## src/hdl/tcw_pkg.sv

```systemverilog
// Shared types and constants for the text console character writer.
package tcw_pkg;

	// Item modes carried in s_axis_tuser
	localparam logic [1:0] MODE_PUT   = 2'd0;
	localparam logic [1:0] MODE_CLEAR = 2'd1;
	localparam logic [1:0] MODE_SET   = 2'd2;
	localparam logic [1:0] MODE_READ  = 2'd3;

	// Control characters handled by put, and the space used for blank cells
	localparam logic [7:0] CH_BACKSPACE = 8'd8;
	localparam logic [7:0] CH_TAB       = 8'd9;
	localparam logic [7:0] CH_NEWLINE   = 8'd10;
	localparam logic [7:0] CH_RETURN    = 8'd13;
	localparam logic [7:0] CH_SPACE     = 8'h20;

	// Cell loaded by the power-up clearing pass: grey on black blank
	localparam logic [15:0] CELL_RESET = 16'h0720;

	// Result word, first field in the highest bits
	typedef struct packed {
		logic [15:0] cell_value;
		logic        scrolled;
		logic [10:0] cursor_pos;
		logic [4:0]  cursor_row;
		logic [6:0]  cursor_col;
	} res_t;

	// Blank cell in a given attribute
	function automatic logic [15:0] blank_cell(logic [7:0] color);
		return {color, CH_SPACE};
	endfunction

endpackage

```

## src/hdl/tcw_out_stage.sv

```systemverilog
// Output register for result words, decoupling the engine from the receiver.
module tcw_out_stage
	import tcw_pkg::*;
(
	input  logic clk,
	input  logic arst_n,
	input  logic push,
	input  res_t word_in,
	output logic can_push,
	output logic out_valid,
	input  logic out_ready,
	output res_t word_out
);

	logic valid_q;
	res_t word_q;

	// Slot is free when empty or being drained this cycle
	assign can_push  = !valid_q || out_ready;
	assign out_valid = valid_q;
	assign word_out  = word_q;

	// Track occupancy
	always_ff @(posedge clk or negedge arst_n) begin
		if (!arst_n) begin
			valid_q <= 1'b0;
		end else if (push && can_push) begin
			valid_q <= 1'b1;
		end else if (out_ready) begin
			valid_q <= 1'b0;
		end
	end

	// Load the word
	always_ff @(posedge clk) begin
		if (push && can_push) begin
			word_q <= word_in;
		end
	end

	// A word offered and refused stays in the register
	a_hold: assert property (@(posedge clk) disable iff (!arst_n)
		valid_q && !out_ready |=> valid_q && $stable(word_q))
		else $error("result word dropped or changed while stalled");

endmodule
```

## config.mk

```make
export PLATFORM = sky130hd
export DESIGN_NAME = tcw_out_stage
export DESIGN_NICKNAME = d
export VERILOG_FILES = /design/src/hdl/tcw_pkg.sv /design/src/hdl/tcw_out_stage.sv
export SDC_FILE = /design/constraint.sdc
export NUM_CORES = 1
export LEC_CHECK = 0
export ABC_AREA = 0
export BUFFER_PORTS_ARGS = -buffer_cell sky130_fd_sc_hd__buf_2
export CAP_MARGIN = 30
export CORE_ASPECT_RATIO = 0.7
export CORE_MARGIN = 5
export CORE_UTILIZATION = 30
export DETAILED_ROUTE_END_ITERATION = 12
export PLACE_DENSITY = 0.59
export SLEW_MARGIN = 30
export SYNTH_ARGS = -nofsm -noshare
export SYNTH_HDL_FRONTEND = slang
export SYNTH_SLANG_ARGS = --single-unit
```

## constraint.sdc

```tcl
create_clock -name clk -period 4.41 [get_ports clk]
set_clock_uncertainty 0.2 [all_clocks]
set_input_delay 0.2205 -clock clk [delete_from_list [all_inputs] [get_ports clk]]
set_output_delay 0.2205 -clock clk [all_outputs]
set_load 0.02 [all_outputs]
```

==> run metrics <==
status finished clean; Critical Path End Type register; Inst Count DP 181; ratio of final minimum period to clock period 36.5%; post-detailed-route count of antenna-violating nets 0; Worst Tran Pin Value 495 ps; DR WL/cell 13.8 um; final setup fails 0; GRT Total Usage 11.8%; Hold Path Stages 3; clock slew at reported path FFs 70 ps; syn_nets 88; Critical Path AT about 1300 ps; final hold violations 0; cell area after synthesis between 1000 and 1500 um^2; grt total ovfl 0; Rows 19; CP Launch Point push; layout cells sized above 1 52.8%; R2R cell count 2; Power Density 372 nW/um^2; port buffer count 85; clk buf depth 2; post-layout min period 1610 ps; Final Max Tran Viols 0; initial antenna violation count 0; Root Buffer clkbuf_8; P&R area growth vs syn 80.9%; Mapped Cells 44; peak supply drop 0.265 mV; drt drc 0; Setup CP Type input port to register; CTS H-tree depth 2; DR pass1 iterations 3; first-pass GRT wire length 4900 um; Synth Register Bits 41; number of diodes 0; Worst-Skew Late Latency 280 ps; DR vias between 900 and 1,000; GP Congestion ~0.65; Layout Utilization 57.2%; clock sinks 41; crit path launch type input port; Pleak 0.000970 uW; syn_area_per_cell 28.5 um^2; beginning of the worst register-to-register path out_valid; die area 5600 um^2; die height 64.1 um; Max Fclk about 620 MHz; critical path peak fanout 40; Req. time, crit path between 4000 and 5000 ps; Synth warnings 0; vias per inst 4.09; Core Region 3970 um^2; largest net degree at the start of global routing 41; First DRT Iteration DRCs 34; Fillers ~310; Slew HR between 60 and 70%; vias in the first global route 1,050; max-cap violations 0; Routed WL 3180 um; chip width 87.3 um; CTS Buf Count 5; hold_sp out_ready; RSZ-0062 raised after global routing no; final non-filler cell total 230; Gates resized, CTS repair 0; Tightest Hold Check Type input port to register; Distinct cells, synth 5; TNS Setup 0 ps; io pins 86; Starting Density 31.6%; final net count 222; TritonCTS clock tree done; register area share after synthesis 97.7%
cell usage in the layout, fill, tap and decap left out:
master,count
dlygate4sd3_1,42
clkinv_2,1
buf_2,85
bufinv_16,1
dfrtp_1,1
nand2b_4,1
and2_4,1
nand2b_1,1
clkbuf_8,5
edfxtp_1,40
synth_stat cells, drive strengths merged:
library cell  number  area share [%]
edfxtp            40              96
nand2b             2             1.6
and2               1            0.70
dfrtp              1             2.0
worst paths after layout:
kind                                 to  slack [ps]
setup / recovery           word_out[31]        2800
hold / removal                out_valid          20
setup reg to reg           word_out[31]        2860
hold reg to reg               out_valid         370
max in group asynchronous     out_valid        3900
min in group asynchronous     out_valid          30
per-layer routing:
metal	part of all wire (%)	vias up	GRT usage [%]
met2	54	51	22.1
met4	0.60	0	4.02
met5	0	-	0
li1	-	438	-
met3	13	2	6.42
met1	32	450	10.7
per-stage QoR:
| stage | hold slack, ps | setup WS (ps) | power [uW] | cell area, um^2 |
|---|---|---|---|---|
| after floorplan | -275 | 2850 | 505 | 1250 |
| after global placement | -204 | 2910 | 543 | 1750 |
| after detailed placement | -203 | 2860 | 546 | 1750 |
| after CTS | 16.5 | 2830 | 856 | 2270 |
| after global routing | 16.2 | 2780 | 882 | 2270 |
| final | 19.4 | 2800 | 845 | 2270 |
final cells by class:
class	instances	area [um^2]	share of cell area (%)
timing repair buffer	127	846	37.3
multi-input combinational	3	28.8	1.27
clock inverter	2	35.0	1.54
sequential	41	1230	54.0
clock buffer	5	68.8	3.03
tap	52	65.1	2.87
where the power goes:
| part | internal [uW] | switching, uW | total (uW) |
|---|---|---|---|
| clock | 164 | 114 | 279 |
| sequential | 453 | 5.66 | 459 |
| combinational | 52.7 | 54.5 | 107 |
| total | 670 | 175 | 845 |
flip-flops by register name, indices dropped and copies added (netlist names):
name,count
out_valid,1
word_out,40
kinds of logic (layout without fill, tap and decap cells):
| kind of cell | Yosys count | in the layout | share of synthesized area, % |
|---|---|---|---|
| flops | 41 | 41 | 97.7 |
| simple gates | 3 | 3 | 2.29 |
| buf+inv | 0 | 134 | 0 |
what timing repair did:
action | in CTS | in global routing
endpoints found under the hold margin | 42 | 0
hold buffers | 42 | 0
buffers inserted | 0 | 0
worst max-delay path, stage by stage:
cell,delay [ps]
dlygate4sd3_1,530
buf_2,110
and2_4,450
Power figures use the tool's default switching activity.
